### config.mk
export PLATFORM = sky130hd
export DESIGN_NAME = hill_cipher_encrypt
export DESIGN_NICKNAME = d
export VERILOG_FILES = /design/src/sv/hce_pkg.sv /design/src/sv/hce_alu.sv /design/src/sv/hill_cipher_encrypt.sv
export VERILOG_INCLUDE_DIRS = /design/src /design/src/sv
export SDC_FILE = /design/constraint.sdc
export NUM_CORES = 1
export LEC_CHECK = 0
export ABC_AREA = 1
export CAP_MARGIN = 20
export CORE_UTILIZATION = 60
export CTS_CLUSTER_SIZE = 20
export DETAILED_ROUTE_END_ITERATION = 6
export DONT_BUFFER_PORTS = 1
export GPL_ROUTABILITY_DRIVEN = 0
export MAX_ROUTING_LAYER = met4
export PLACE_DENSITY = 0.76
export SLEW_MARGIN = 10
export SYNTH_ARGS = -nofsm -noshare
export SYNTH_HDL_FRONTEND = slang
export SYNTH_SLANG_ARGS = --single-unit
### constraint.sdc
create_clock -name clock -period 8.7 [get_ports clock]
set_input_delay 1.305 -clock clock [delete_from_list [all_inputs] [get_ports clock]]
set_output_delay 1.305 -clock clock [all_outputs]
set_load 0.05 [all_outputs]
### src/sv/assert_macros.svh
// Assertion macros shared by the cipher RTL.
// Uses the clock and reset names of the module that includes it.
`ifndef ASSERT_MACROS_SVH
`define ASSERT_MACROS_SVH

// Property must hold at every edge outside reset.
`define ASSERT_HOLDS(lbl, prop, msg) \
   lbl: assert property (@(posedge clock) disable iff (reset) prop) \
      else $error(msg);

// Consequence must hold in the cycle after the trigger.
`define ASSERT_NEXT(lbl, trig, cons, msg) \
   lbl: assert property (@(posedge clock) disable iff (reset) (trig) |=> (cons)) \
      else $error(msg);

`endif

### src/sv/hce_pkg.sv
// Types, constants and the permutation table for the Hill cipher block.
// No dependencies; imported by hce_alu and hill_cipher_encrypt.
package hce_pkg;

   localparam int MAX_DIM     = 4;
   localparam int DIM_W       = 3;
   localparam int LETTER_W    = 5;
   localparam int KEY_ROW_W   = MAX_DIM * LETTER_W;
   localparam int CSR_INDEX_W = 3;
   localparam int ACC_W       = 26;
   localparam int PROD_W      = 20;
   localparam int PROD_X_W    = 15;
   localparam int SHIFT_W     = 5;
   localparam int PERM_W      = 5;
   localparam int NUM_PERMS   = 24;
   localparam int ALPHA       = 26;
   localparam int ALPHA_HALF  = 13;
   // reduction start shifts: det+bias < 26*2^21, column sums < 26*2^7
   localparam int DET_SHIFT   = 20;
   localparam int COL_SHIFT   = 6;

   localparam logic [ACC_W-1:0]    ALPHA_ACC  = ACC_W'(ALPHA);
   // multiple of 26 that keeps any determinant sum non-negative
   localparam logic [ACC_W-1:0]    DET_BIAS   = ALPHA_ACC << DET_SHIFT;
   localparam logic [7:0]          CHAR_A     = 8'h61;
   localparam logic [7:0]          CHAR_Z     = 8'h7a;
   localparam logic [LETTER_W-1:0] PAD_LETTER = 5'd23;

   typedef enum logic {
      KIND_CHAR  = 1'b0,
      KIND_FLUSH = 1'b1
   } hce_kind_type;

   typedef enum logic [1:0] {
      ST_OK         = 2'd0,
      ST_SINGULAR   = 2'd1,
      ST_NO_INVERSE = 2'd2
   } hce_status_type;

   typedef enum logic [CSR_INDEX_W-1:0] {
      CSR_KEY_DIM   = 3'd0,
      CSR_KEY_ROW_0 = 3'd1,
      CSR_KEY_ROW_1 = 3'd2,
      CSR_KEY_ROW_2 = 3'd3,
      CSR_KEY_ROW_3 = 3'd4
   } hce_csr_type;

   typedef enum logic [2:0] {
      ALU_NOP     = 3'd0,
      ALU_BIAS    = 3'd1,
      ALU_CLEAR   = 3'd2,
      ALU_LOAD    = 3'd3,
      ALU_MUL     = 3'd4,
      ALU_MUL_ACC = 3'd5,
      ALU_MAC     = 3'd6,
      ALU_REDUCE  = 3'd7
   } hce_alu_op_type;

   typedef struct packed {
      hce_alu_op_type      op;
      logic                negate;
      logic [LETTER_W-1:0] ext;
      logic [LETTER_W-1:0] factor;
      logic [SHIFT_W-1:0]  shift;
   } hce_alu_ctl_type;

   typedef struct packed {
      hce_kind_type kind;
      logic [7:0]   ch;
   } hce_req_type;

   typedef struct packed {
      logic [LETTER_W-1:0] cipher_letter;
      hce_status_type      status;
      logic                last_of_block;
   } hce_rsp_type;

   // Permutations of four columns in lexicographic order.
   // Bit 8 is odd parity, bits [2r+1:2r] give the column for row r.
   function automatic logic [8:0] perm_entry(input logic [PERM_W-1:0] idx);
      logic [8:0] e;
      case (idx)
         5'd0:    e = {1'b0, 2'd3, 2'd2, 2'd1, 2'd0};
         5'd1:    e = {1'b1, 2'd2, 2'd3, 2'd1, 2'd0};
         5'd2:    e = {1'b1, 2'd3, 2'd1, 2'd2, 2'd0};
         5'd3:    e = {1'b0, 2'd1, 2'd3, 2'd2, 2'd0};
         5'd4:    e = {1'b0, 2'd2, 2'd1, 2'd3, 2'd0};
         5'd5:    e = {1'b1, 2'd1, 2'd2, 2'd3, 2'd0};
         5'd6:    e = {1'b1, 2'd3, 2'd2, 2'd0, 2'd1};
         5'd7:    e = {1'b0, 2'd2, 2'd3, 2'd0, 2'd1};
         5'd8:    e = {1'b0, 2'd3, 2'd0, 2'd2, 2'd1};
         5'd9:    e = {1'b1, 2'd0, 2'd3, 2'd2, 2'd1};
         5'd10:   e = {1'b1, 2'd2, 2'd0, 2'd3, 2'd1};
         5'd11:   e = {1'b0, 2'd0, 2'd2, 2'd3, 2'd1};
         5'd12:   e = {1'b0, 2'd3, 2'd1, 2'd0, 2'd2};
         5'd13:   e = {1'b1, 2'd1, 2'd3, 2'd0, 2'd2};
         5'd14:   e = {1'b1, 2'd3, 2'd0, 2'd1, 2'd2};
         5'd15:   e = {1'b0, 2'd0, 2'd3, 2'd1, 2'd2};
         5'd16:   e = {1'b0, 2'd1, 2'd0, 2'd3, 2'd2};
         5'd17:   e = {1'b1, 2'd0, 2'd1, 2'd3, 2'd2};
         5'd18:   e = {1'b1, 2'd2, 2'd1, 2'd0, 2'd3};
         5'd19:   e = {1'b0, 2'd1, 2'd2, 2'd0, 2'd3};
         5'd20:   e = {1'b0, 2'd2, 2'd0, 2'd1, 2'd3};
         5'd21:   e = {1'b1, 2'd0, 2'd2, 2'd1, 2'd3};
         5'd22:   e = {1'b1, 2'd1, 2'd0, 2'd2, 2'd3};
         5'd23:   e = {1'b0, 2'd0, 2'd1, 2'd2, 2'd3};
         default: e = '0;
      endcase
      return e;
   endfunction

endpackage

### src/sv/hce_alu.sv
// Shared arithmetic unit: one 15x5 multiplier, accumulator add/subtract,
// and a compare-subtract step for mod 26 reduction. Depends on hce_pkg.
module hce_alu
   import hce_pkg::*;
(
   input  logic            clock,
   input  hce_alu_ctl_type ctl,
   output logic [ACC_W-1:0] acc
);

   logic [PROD_W-1:0]   prod_ff, prod_in;
   logic [ACC_W-1:0]    acc_ff, acc_in;
   logic [PROD_X_W-1:0] mul_x;
   logic [PROD_W-1:0]   mul_res;
   logic [ACC_W-1:0]    mul_ext;
   logic [ACC_W-1:0]    divisor;

   always_comb begin
      mul_x   = (ctl.op == ALU_MAC) ? PROD_X_W'(ctl.ext) : prod_ff[PROD_X_W-1:0];
      mul_res = PROD_W'(mul_x) * PROD_W'(ctl.factor);
      mul_ext = ACC_W'(mul_res);
      divisor = ALPHA_ACC << ctl.shift;
   end

   always_comb begin
      prod_in = prod_ff;
      acc_in  = acc_ff;
      case (ctl.op)
         ALU_BIAS:    acc_in  = DET_BIAS;
         ALU_CLEAR:   acc_in  = '0;
         ALU_LOAD:    prod_in = PROD_W'(ctl.factor);
         ALU_MUL:     prod_in = mul_res;
         ALU_MUL_ACC: acc_in  = ctl.negate ? acc_ff - mul_ext : acc_ff + mul_ext;
         ALU_MAC:     acc_in  = acc_ff + mul_ext;
         ALU_REDUCE: begin
            if (acc_ff >= divisor) begin
               acc_in = acc_ff - divisor;
            end
         end
         default: ;
      endcase
   end

   always_ff @(posedge clock) begin
      prod_ff <= prod_in;
      acc_ff  <= acc_in;
   end

   assign acc = acc_ff;

endmodule

### src/sv/hill_cipher_encrypt.sv
// Hill cipher encryption, top level: key registers, letter buffer, sequencer
// and output register. Depends on hce_pkg, hce_alu and assert_macros.svh.
//
//   channel   direction   handshake            beat
//   req       in          req_valid/req_stall  hce_req_type {kind, ch}
//   rsp       out         rsp_valid/rsp_stall  hce_rsp_type {letter, status, last}
//   csr       in          csr_valid/csr_ready  csr_index, csr_wdata
//
// A byte that does not complete a block is only stored. A completed block holds
// req_stall high through a bias step, 96 determinant steps (24 permutations x 4
// rows on the one multiplier), 21 reduction steps and the checks, then for
// each cipher letter a column sum, its reduction and a beat, or a status beat.
// Reset is synchronous: key returns to the 2x2 identity, buffer count to zero.
// A stalled rsp beat holds the sequencer; csr writes are taken in any cycle.
`include "assert_macros.svh"

module hill_cipher_encrypt
   import hce_pkg::*;
(
   input  logic                   clock,
   input  logic                   reset,
   input  logic                   req_valid,
   output logic                   req_stall,
   input  hce_req_type            req_data,
   output logic                   rsp_valid,
   input  logic                   rsp_stall,
   output hce_rsp_type            rsp_data,
   input  logic                   csr_valid,
   output logic                   csr_ready,
   input  logic [CSR_INDEX_W-1:0] csr_index,
   input  logic [KEY_ROW_W-1:0]   csr_wdata
);

   typedef enum logic [7:0] {
      S_IDLE  = 8'b0000_0001,
      S_DET   = 8'b0000_0010,
      S_DZERO = 8'b0000_0100,
      S_DMOD  = 8'b0000_1000,
      S_CHECK = 8'b0001_0000,
      S_COL   = 8'b0010_0000,
      S_CMOD  = 8'b0100_0000,
      S_EMIT  = 8'b1000_0000
   } hce_state_type;

   localparam logic [1:0]        ROW_LAST  = 2'(MAX_DIM - 1);
   localparam logic [PERM_W-1:0] PERM_LAST = PERM_W'(NUM_PERMS - 1);

   hce_state_type        state_ff, state_in;
   logic [DIM_W-1:0]     key_dim_ff;
   logic [KEY_ROW_W-1:0] key_row_ff [MAX_DIM];
   logic [LETTER_W-1:0]  buf_ff [MAX_DIM];
   logic [1:0]           fill_ff;
   logic [PERM_W-1:0]    perm_ff, perm_in;
   logic [1:0]           row_ff, row_in;
   logic [1:0]           col_ff, col_in;
   logic [SHIFT_W-1:0]   shift_ff, shift_in;
   logic                 det_zero_ff, det_zero_in;
   hce_status_type       status_ff, status_in;
   logic                 rsp_valid_ff;
   hce_rsp_type          rsp_data_ff, rsp_data_in;

   logic [DIM_W-1:0]     dim;
   logic [1:0]           dim_last;
   logic                 req_fire;
   logic                 is_letter;
   logic [DIM_W-1:0]     fill_inc;
   logic                 start_block;
   logic [8:0]           perm_e;
   logic [1:0]           csel;
   logic [KEY_ROW_W-1:0] key_row_sel;
   logic [LETTER_W-1:0]  key_cells [MAX_DIM];
   logic [LETTER_W-1:0]  key_entry;
   logic [LETTER_W-1:0]  det_factor;
   logic                 rsp_load;
   logic                 last_emit;
   hce_alu_ctl_type      alu_ctl;
   logic [ACC_W-1:0]     alu_acc;

   hce_alu u_alu (
      .clock (clock),
      .ctl   (alu_ctl),
      .acc   (alu_acc)
   );

   // key dimension in use: zero acts as one, above MAX_DIM clamps
   always_comb begin
      if (key_dim_ff == '0) begin
         dim = DIM_W'(1);
      end else if (key_dim_ff > DIM_W'(MAX_DIM)) begin
         dim = DIM_W'(MAX_DIM);
      end else begin
         dim = key_dim_ff;
      end
      dim_last = 2'(dim - DIM_W'(1));
   end

   assign req_stall   = (state_ff != S_IDLE);
   assign req_fire    = req_valid && !req_stall;
   assign is_letter   = (req_data.kind == KIND_CHAR) &&
                        (req_data.ch >= CHAR_A) && (req_data.ch <= CHAR_Z);
   assign fill_inc    = DIM_W'(fill_ff) + DIM_W'(1);
   assign start_block = req_fire &&
                        ((is_letter && fill_inc >= dim) ||
                         (req_data.kind == KIND_FLUSH && fill_ff != '0));

   // one key entry read per cycle: row from row_ff, column by phase
   always_comb begin
      perm_e      = perm_entry(perm_ff);
      csel        = (state_ff == S_DET) ? perm_e[{row_ff, 1'b0} +: 2] : col_ff;
      key_row_sel = key_row_ff[row_ff];
      for (int c = 0; c < MAX_DIM; c++) begin
         key_cells[c] = key_row_sel[c*LETTER_W +: LETTER_W];
      end
      key_entry = key_cells[csel];
      // outside the active d x d corner the matrix reads as identity
      if (DIM_W'(row_ff) < dim && DIM_W'(csel) < dim) begin
         det_factor = key_entry;
      end else if (row_ff == csel) begin
         det_factor = LETTER_W'(1);
      end else begin
         det_factor = '0;
      end
   end

   assign last_emit = (status_ff != ST_OK) || (col_ff == dim_last);

   always_comb begin
      state_in    = state_ff;
      perm_in     = perm_ff;
      row_in      = row_ff;
      col_in      = col_ff;
      shift_in    = shift_ff;
      det_zero_in = det_zero_ff;
      status_in   = status_ff;
      rsp_load    = 1'b0;
      alu_ctl.op     = ALU_NOP;
      alu_ctl.negate = perm_e[8];
      alu_ctl.ext    = buf_ff[row_ff];
      alu_ctl.factor = key_entry;
      alu_ctl.shift  = shift_ff;

      rsp_data_in.cipher_letter = (status_ff == ST_OK) ? alu_acc[LETTER_W-1:0] : '0;
      rsp_data_in.status        = status_ff;
      rsp_data_in.last_of_block = last_emit;

      case (state_ff)
         S_IDLE: begin
            if (start_block) begin
               alu_ctl.op = ALU_BIAS;
               perm_in    = '0;
               row_in     = '0;
               state_in   = S_DET;
            end
         end
         S_DET: begin
            alu_ctl.factor = det_factor;
            if (row_ff == '0) begin
               alu_ctl.op = ALU_LOAD;
            end else if (row_ff == ROW_LAST) begin
               alu_ctl.op = ALU_MUL_ACC;
            end else begin
               alu_ctl.op = ALU_MUL;
            end
            row_in = row_ff + 2'd1;
            if (row_ff == ROW_LAST) begin
               perm_in = perm_ff + PERM_W'(1);
               if (perm_ff == PERM_LAST) begin
                  state_in = S_DZERO;
               end
            end
         end
         S_DZERO: begin
            det_zero_in = (alu_acc == DET_BIAS);
            shift_in    = SHIFT_W'(DET_SHIFT);
            state_in    = S_DMOD;
         end
         S_DMOD: begin
            alu_ctl.op = ALU_REDUCE;
            shift_in   = shift_ff - SHIFT_W'(1);
            if (shift_ff == '0) begin
               state_in = S_CHECK;
            end
         end
         S_CHECK: begin
            if (det_zero_ff) begin
               status_in = ST_SINGULAR;
               state_in  = S_EMIT;
            end else if (!alu_acc[0] || alu_acc[LETTER_W-1:0] == LETTER_W'(ALPHA_HALF)) begin
               status_in = ST_NO_INVERSE;
               state_in  = S_EMIT;
            end else begin
               status_in  = ST_OK;
               alu_ctl.op = ALU_CLEAR;
               row_in     = '0;
               col_in     = '0;
               state_in   = S_COL;
            end
         end
         S_COL: begin
            alu_ctl.op = ALU_MAC;
            row_in     = row_ff + 2'd1;
            if (row_ff == dim_last) begin
               shift_in = SHIFT_W'(COL_SHIFT);
               state_in = S_CMOD;
            end
         end
         S_CMOD: begin
            alu_ctl.op = ALU_REDUCE;
            shift_in   = shift_ff - SHIFT_W'(1);
            if (shift_ff == '0) begin
               state_in = S_EMIT;
            end
         end
         S_EMIT: begin
            if (!rsp_valid_ff || !rsp_stall) begin
               rsp_load = 1'b1;
               if (last_emit) begin
                  state_in = S_IDLE;
               end else begin
                  alu_ctl.op = ALU_CLEAR;
                  col_in     = col_ff + 2'd1;
                  row_in     = '0;
                  state_in   = S_COL;
               end
            end
         end
         default: state_in = S_IDLE;
      endcase
   end

   // control state
   always_ff @(posedge clock) begin
      if (reset) begin
         state_ff     <= S_IDLE;
         fill_ff      <= '0;
         rsp_valid_ff <= 1'b0;
      end else begin
         state_ff <= state_in;
         if (start_block) begin
            fill_ff <= '0;
         end else if (req_fire && is_letter) begin
            fill_ff <= fill_inc[1:0];
         end
         if (rsp_load) begin
            rsp_valid_ff <= 1'b1;
         end else if (!rsp_stall) begin
            rsp_valid_ff <= 1'b0;
         end
      end
   end

   // key registers
   always_ff @(posedge clock) begin
      if (reset) begin
         key_dim_ff <= DIM_W'(2);
         for (int r = 0; r < MAX_DIM; r++) begin
            key_row_ff[r] <= KEY_ROW_W'(1) << (r * LETTER_W);
         end
      end else if (csr_valid && csr_ready) begin
         case (hce_csr_type'(csr_index))
            CSR_KEY_DIM:   key_dim_ff    <= csr_wdata[DIM_W-1:0];
            CSR_KEY_ROW_0: key_row_ff[0] <= csr_wdata;
            CSR_KEY_ROW_1: key_row_ff[1] <= csr_wdata;
            CSR_KEY_ROW_2: key_row_ff[2] <= csr_wdata;
            CSR_KEY_ROW_3: key_row_ff[3] <= csr_wdata;
            default: ;
         endcase
      end
   end

   // payload and sequencer counters
   always_ff @(posedge clock) begin
      perm_ff     <= perm_in;
      row_ff      <= row_in;
      col_ff      <= col_in;
      shift_ff    <= shift_in;
      det_zero_ff <= det_zero_in;
      status_ff   <= status_in;
      if (rsp_load) begin
         rsp_data_ff <= rsp_data_in;
      end
      if (req_fire && is_letter) begin
         buf_ff[fill_ff] <= LETTER_W'(req_data.ch - CHAR_A);
      end else if (req_fire && req_data.kind == KIND_FLUSH) begin
         // pad the unfilled slots of the block
         for (int i = 0; i < MAX_DIM; i++) begin
            if (DIM_W'(i) >= DIM_W'(fill_ff) && DIM_W'(i) < dim) begin
               buf_ff[i] <= PAD_LETTER;
            end
         end
      end
   end

   assign csr_ready = 1'b1;
   assign rsp_valid = rsp_valid_ff;
   assign rsp_data  = rsp_data_ff;

   `ASSERT_HOLDS(a_status_beat, (rsp_valid && rsp_data.status != ST_OK) |-> (rsp_data.last_of_block && rsp_data.cipher_letter == '0), "status beat not last or letter nonzero")
   `ASSERT_HOLDS(a_letter_range, rsp_valid |-> (rsp_data.cipher_letter < LETTER_W'(ALPHA)), "cipher letter out of range")
   `ASSERT_HOLDS(a_reduced, (state_ff == S_CHECK || state_ff == S_EMIT) |-> (alu_acc < ALPHA_ACC), "accumulator not reduced mod 26")
   `ASSERT_NEXT(a_last_idle, state_ff == S_EMIT && rsp_load && last_emit, state_ff == S_IDLE && rsp_valid && rsp_data.last_of_block, "last beat did not end the block")

endmodule
-- Word-level counts from Yosys, hierarchy flattened
Memory sizes are Yosys's and may differ from the RTL's. A register that Yosys moved wholly into a read port is not among the register bits.
Index checks and enable logic that the tools add are counted.
- multiplexer cells: 98
- shifts and indexed selects: 2
- $add $sub $neg: 10
- bitwise operators: 6
- equal/unequal tests: 39
- order comparisons: 15
- reductions and logical operators: 44
- multipliers: 1
- operator list (kind ; number):
    $pmux W26 S5 ; 1
    $mux W20 ; 4
    $mux W8 ; 9
    $pmux W8 S8 ; 1
    $mux W26 ; 2
    $mux W5 ; 9
    $mux W1 ; 44
    $mux W2 ; 16
    $pmux W15 S2 ; 1
    $add A26 B20 Y26 ; 1
    $eq A26 B25 Y1 const B ; 1
    $ge A26 B26 Y1 ; 1
    $shl A5 B5 Y26 const A ; 1
    $sub A26 B20 Y26 ; 1
    $sub A26 B26 Y26 ; 1
    $mul A15 B5 Y20 ; 1
    $pmux W3 S6 ; 1
    $ne A2 B2 Y1 const B ; 8
    $eq A3 B3 Y1 const B ; 5
    $mux W15 ; 1
    $pmux W5 S3 ; 1
    $eq A3 B2 Y1 const B ; 4
    $logic_and A1 B1 Y1 ; 12
    $bmux W5 S2 ; 1
    other kinds (55) ; 88
- RAM bits: 100
- memory bits (read-only): 288
- word-level logic and storage cells: 233
- memories: 3
- output and inout bits: 11
- bits in registers: 80
- bits of input ports: 37
- memories (name ; depth ; width ; read ports ; clocked after Yosys merged registers in ; wr ports ; line ; source):
    (no name shown) ; 32 ; 9 ; 1 ; 1 ; 0 ; hce_pkg.sv:82 ; case (idx)
    key_row_ff ; 4 ; 20 ; 1 ; 1 ; 4 ; hill_cipher_encrypt.sv:50 ; logic [KEY_ROW_W-1:0] key_row_ff [MAX_DIM];
    buf_ff ; 4 ; 5 ; 1 ; 1 ; 4 ; hill_cipher_encrypt.sv:51 ; logic [LETTER_W-1:0] buf_ff [MAX_DIM];

-- Depth between registers and ports, before layout
- depth in word-level cells: 15
- depth in mapped cells: 50
- depth with buffers taken out: 49

-- By module
Synthesis repeated with hierarchy kept, for this count alone.
- cell total of the unflattened synthesis: 2616
- area, all modules: 17702.0 um^2
- by module, submodules not included (module ; cells each ; instances ; seq. area each (um^2) ; area each (um^2)):
    hce_alu ; 1717 ; 1 ; 1231.2 ; 9954.5
    hill_cipher_encrypt ; 899 ; 1 ; 4103.9 ; 7747.4

-- Least setup slack after synthesis
Ideal clock, no wire load.
- kind: input-to-reg
- from: input req_data[0] in the netlist's numbering
- to: register u_alu.acc_ff[21] (netlist: u_alu.acc[21]) (data pin)
- data arrival time: 7.564 ns
- path slack: 0.882 ns
- cell stages on the path: 47
- buffers on the path: 3
- library setup time: 0.254 ns
- data required time: 8.446 ns
- path through: inv_1 -> ha_1 -> nand3_1 -> nor2_1 -> nor2_1 -> nand2_1 -> o21ai_0 -> nand2_1 -> nand3_1 -> inv_1 -> ha_1 -> inv_1 -> nor2_4 -> inv_2 -> buf_4 -> buf_6 -> nand2_1 -> nor2_1 -> (+11 left out) -> o21ai_0 -> nand2_1 -> nand2_1 -> nand2_1 -> nand2_1 -> inv_1 -> ha_1 -> clkbuf_1 -> nand2_1 -> nor2_1 -> inv_1 -> nor2_1 -> nand4_1 -> nand3_1 -> xor2_1 -> nor2_1 -> nor2_1 -> nand2_1
- longest elaborated chain between the ends: 14
- elaborated cells on any way between the ends: 20
- classes of those cells: add/sub: 2; mul: 1; order compare: 2; eq/ne: 5; mux: 5; reduce/logical: 5
- RTL lines (what ; line ; source):
    start: declaration ; hill_cipher_encrypt.sv:24 ; input hce_req_type req_data,
    $ge A8 B7 Y1 ; hill_cipher_encrypt.sv:100 ; (req_data.ch >= CHAR_A) && (req_data.ch <= CHAR_Z);
    $logic_and A1 B1 Y1 ; hill_cipher_encrypt.sv:99 ; assign is_letter = (req_data.kind == KIND_CHAR) &&
    $logic_and A1 B1 Y1 (*) ; hill_cipher_encrypt.sv:100 ;
    $logic_and A1 B1 Y1 (*) ; hill_cipher_encrypt.sv:103 ; ((is_letter && fill_inc >= dim) ||
    $logic_or A1 B1 Y1 (*) ; hill_cipher_encrypt.sv:103 ;
    $logic_and A1 B1 Y1 (*) ; hill_cipher_encrypt.sv:102 ; assign start_block = req_fire &&
    $mux W1 (*) ; hill_cipher_encrypt.sv:148 ; if (start_block) begin
    $pmux W3 S6 (*) ; hill_cipher_encrypt.sv:146 ; case (state_ff)
    $eq A3 B3 Y1 ; hce_alu.sv:19, hce_alu.sv:28 ;
    $mux W15 ; hce_alu.sv:19 ; mul_x = (ctl.op == ALU_MAC) ? PROD_X_W'(ctl.ext) : prod_ff[PROD_X_W-1:0];
    $mul A15 B5 Y20 ; hce_alu.sv:20 ; mul_res = PROD_W'(mul_x) * PROD_W'(ctl.factor);
    $add A26 B20 Y26 / $sub A26 B20 Y26 (equally long branches) ; hce_alu.sv:33, hce_alu.sv:34 ;
    $mux W26 ; hce_alu.sv:33 ; ALU_MUL_ACC: acc_in = ctl.negate ? acc_ff - mul_ext : acc_ff + mul_ext;
    $pmux W26 S5 (*) ; hce_alu.sv:28 ; case (ctl.op)
    via u_alu.acc_in[21] ; hce_alu.sv:12 ; logic [ACC_W-1:0] acc_ff, acc_in;
    end signal: assignment ; hce_alu.sv:46 ; acc_ff <= acc_in;
    end: declaration ; hce_alu.sv:12 ;
The timed path passes the listed nets; every way through them passes the cells marked *.
A chain may end at the register's enable or synchronous reset.

-- Final worst setup path
- from: input req_data[1] in the netlist's numbering
- to: register u_alu.acc_ff[24] (netlist: u_alu.acc[24]) (data pin)
- longest elaborated chain between the ends: 14
- elaborated cells on any way between the ends: 20
- classes of those cells: add/sub: 2; mul: 1; order compare: 2; eq/ne: 5; mux: 5; reduce/logical: 5
- RTL lines (what ; line ; source):
    $ge A8 B7 Y1 ; hill_cipher_encrypt.sv:100 ;
    $logic_and A1 B1 Y1 ; hill_cipher_encrypt.sv:99 ;
    $logic_and A1 B1 Y1 (*) ; hill_cipher_encrypt.sv:100 ;
    $logic_and A1 B1 Y1 (*) ; hill_cipher_encrypt.sv:103 ;
    $logic_or A1 B1 Y1 (*) ; hill_cipher_encrypt.sv:103 ;
    $logic_and A1 B1 Y1 (*) ; hill_cipher_encrypt.sv:102 ;
    $mux W1 (*) ; hill_cipher_encrypt.sv:148 ;
    $pmux W3 S6 (*) ; hill_cipher_encrypt.sv:146 ;
    $eq A3 B3 Y1 (*) ; hce_alu.sv:19 ;
    $mux W15 (*) ; hce_alu.sv:19 ;
    $mul A15 B5 Y20 (*) ; hce_alu.sv:20 ;
    via u_alu.mul_res[13] ; hce_alu.sv:14 ; logic [PROD_W-1:0] mul_res;
    $add A26 B20 Y26 / $sub A26 B20 Y26 (equally long branches) ; hce_alu.sv:33, hce_alu.sv:34 ;
    $mux W26 ; hce_alu.sv:33 ;
    $pmux W26 S5 (*) ; hce_alu.sv:28 ;
    via u_alu.acc_in[24] ; hce_alu.sv:12 ;
Marked as above.

==> impl_metrics.ini <==
[global_routing]
grt-ovfl-total = 0
first_global_vias = 15679
grt_max_degree = 52
antenna_found_initial = 1
grt_usage_pct = 35.4
grt_first_pass_wirelength_um = 78500

[timing]
tightestPinTransition_ns = 1.12
slew_viol_final = 0
setup_violations = 0
relSlewSlack_pct = 25.0
finalCritPeriodShare_pct = 94.6
fin_worst_skew_ns = 0.0139
period_minus_slack_ns = 8.23
timing.hold.ws_ns = 0.456
clock.fmax_mhz = 122
finalHoldViolCount = 0

[worst_setup_path]
arrival_ns = 8.43
path_common_cell = inv_1
crit_buf_inv = 7
worst-setup-path-type = in -> reg
r2r_setup_slack_ns = 0.54
required_ns = 8.91
start_kind = primary input
r2r_start = fill_ff[0]
worstPathMaxFanout = 8
crit_family = adder cells
reg2reg_depth = 41
slowest_stage = fa_1
cpPeakStageDelay_ns = 0.54
end_kind = flip-flop
r2r_end = u_alu.acc[24]

[placement]
place_inst = 2763
port_buffers = 0
hpwlAfterDp_um = 38000

[yosys]
synth_area_per_cell_um2 = 7.09
syn_nets = 2642
ys_seq_elements = 191
ys_seq_area_share_pct = 30.9
async_flop_share_pct = 0
yosys_warnings = 0
netlist_area_mm2 = 0.0172
synth_cell_type_count = 57
synth_flop_cell = edfxtp_1
netlist_instances = 2432
synth_edf_count = 151

[routing]
post_drt_via_cell_ratio = 5.90
dr_total_vias = 16501
drcViolationCount = 0
dr.first_iter.drc_count = 1997
wl_um = 49300
dr.pass1.iters = 6
routedWlPerCell_um = 17.6
postRouteAntennaNets = 0

[die]
die_area_mm2 = 0.0294
die_h_um = 172
core_region_area_mm2 = 0.0280
die_w_um = 172
start_util_pct = 61.5
ioPinCount = 48
rows = 61

[clock_tree]
postCtsSetupBuffers = 0
clkSlewWorstSetupHoldPaths_ns = 0.07
cts_buffers = 17
cts_sinks = 191
clk_path_buf_depth = 2
insertion_delay_ns = 0.46
cts_htree_levels = 4
cts_tree = built
cts-root-buf = clkbuf_16

[hold_path]
holdPathStages = 0
hold_end = rsp_data[2]
hold_path_class = reg -> reg
hp-start = status_ff[1]

[outcome]
status = complete, no violations

[finish]
fin_nets = 2614
stdcell_count = 2796
layout_commonest_cell = nand2_1
mostFrequentLayoutCells = nand2_1, nor2_1, inv_1, nand3_1, edfxtp_1
drive_above_1_share_pct = 4.39
area_growth_pct = 5.36

[job]
cap_violations = 0
[how the worst max path moves through the flow]
stage	slack [ns]	start	end	cells after the start
after floorplan	0.88	req_data[0]	u_alu.acc[21]	47
after global placement	0.22	req_data[8]	u_alu.acc[19]	42
after detailed placement	0.005	req_data[8]	u_alu.acc[24]	44
after CTS	0.44	req_data[8]	u_alu.acc[25]	47
after global routing	-0.11	req_data[1]	u_alu.acc[25]	47
final	0.47	req_data[1]	u_alu.acc[24]	38
[state kept, by name, summed over array words and instances (netlist names), named ones only]
name           flops
shift_ff           5
row_ff             2
buf_ff            20
rsp_valid          1
fill_ff            2
perm_e             9
key_row_ff        80
col_ff             2
perm_ff            5
state_ff           8
u_alu.acc         26
key_dim_ff         3
rsp_data           8
det_zero_ff        1
status_ff          2
u_alu.prod_ff     15
[routing by layer]
metal  global-route usage [%]  share of wire [%]  vias to the layer above
li1                         -                  -                     7941
met1                     42.6                 40                     7526
met2                     56.9                 46                      872
met3                     6.90                8.9                      162
met4                     17.5                5.0                        0
met5                        -                  0                        -
[area by class of cell]
class,count,area (um^2)
fill,2487,9850
antenna,1,2.50
timing repair buffer,13,97.6
sequential,191,5340
clock inverter,13,199
tap,378,473
inverter,342,1290
clock buffer,19,433
multi-input combinational,1839,10300
[cells in the mapped netlist (6+ instances only)]
| master | instances | area share [%] |
|---|---|---|
| nand3b_1 | 7 | 0.30 |
| fa_1 | 41 | 4.8 |
| buf_4 | 6 | 0.26 |
| edfxtp_1 | 151 | 26 |
| o21ai_1 | 9 | 0.26 |
| nand2_1 | 522 | 11 |
| o211ai_1 | 23 | 1.0 |
| ha_1 | 132 | 9.6 |
| a31oi_1 | 8 | 0.29 |
| buf_6 | 9 | 0.59 |
| inv_1 | 328 | 7.1 |
| a22oi_1 | 10 | 0.44 |
| nand3_1 | 183 | 5.3 |
| nand4_1 | 42 | 1.5 |
| o21bai_1 | 6 | 0.26 |
| o22ai_1 | 16 | 0.58 |
| buf_2 | 6 | 0.17 |
| xnor2_1 | 15 | 0.76 |
| xor2_1 | 28 | 1.4 |
| nor2_1 | 408 | 8.9 |
| o21ai_0 | 141 | 4.1 |
| a21boi_0 | 6 | 0.26 |
| clkbuf_1 | 39 | 0.85 |
| nor3_1 | 17 | 0.49 |
| a21oi_1 | 139 | 4.0 |
| inv_2 | 8 | 0.17 |
| a21o_1 | 8 | 0.35 |
| nand2_2 | 12 | 0.44 |
| dfxtp_1 | 40 | 4.6 |
| nor4_1 | 7 | 0.25 |
[per-stage QoR]
step	setup WS, ns	util (%)	setup TNS [ns]	instance area (um^2)
after floorplan	0.882	-	0	17200
after global placement	0.218	62.5	0	17500
after detailed placement	0.00460	62.5	0	17500
after CTS	0.443	64.7	0	18100
after global routing	-0.114	64.9	-0.659	18200
final	0.474	64.9	0	18200
[cell families (layout without fill, tap and decap cells)]
group	Yosys count	count (layout)	share of synthesized area, %
buffers and inverters	402	387	9.33
other	1	2	0.0218
flip-flops	191	191	30.9
AO/OA/AOI/OAI	385	385	12.5
multiplexers	3	3	0.239
XOR/XNOR	43	43	2.18
AND/OR/NAND/NOR	1234	1234	30.4
adder cells (fa/ha/maj)	173	173	14.3
[what timing repair did]
action / 4_1_cts / 5_1_grt
hold buffers: 0 / 0
resized for setup: 0 / 13
endpoints found under the setup margin: 0 / 11
Power is left out: the tool's default activity adds up to more than one toggle a clock period on the data nets, which glitch-free logic cannot reach.
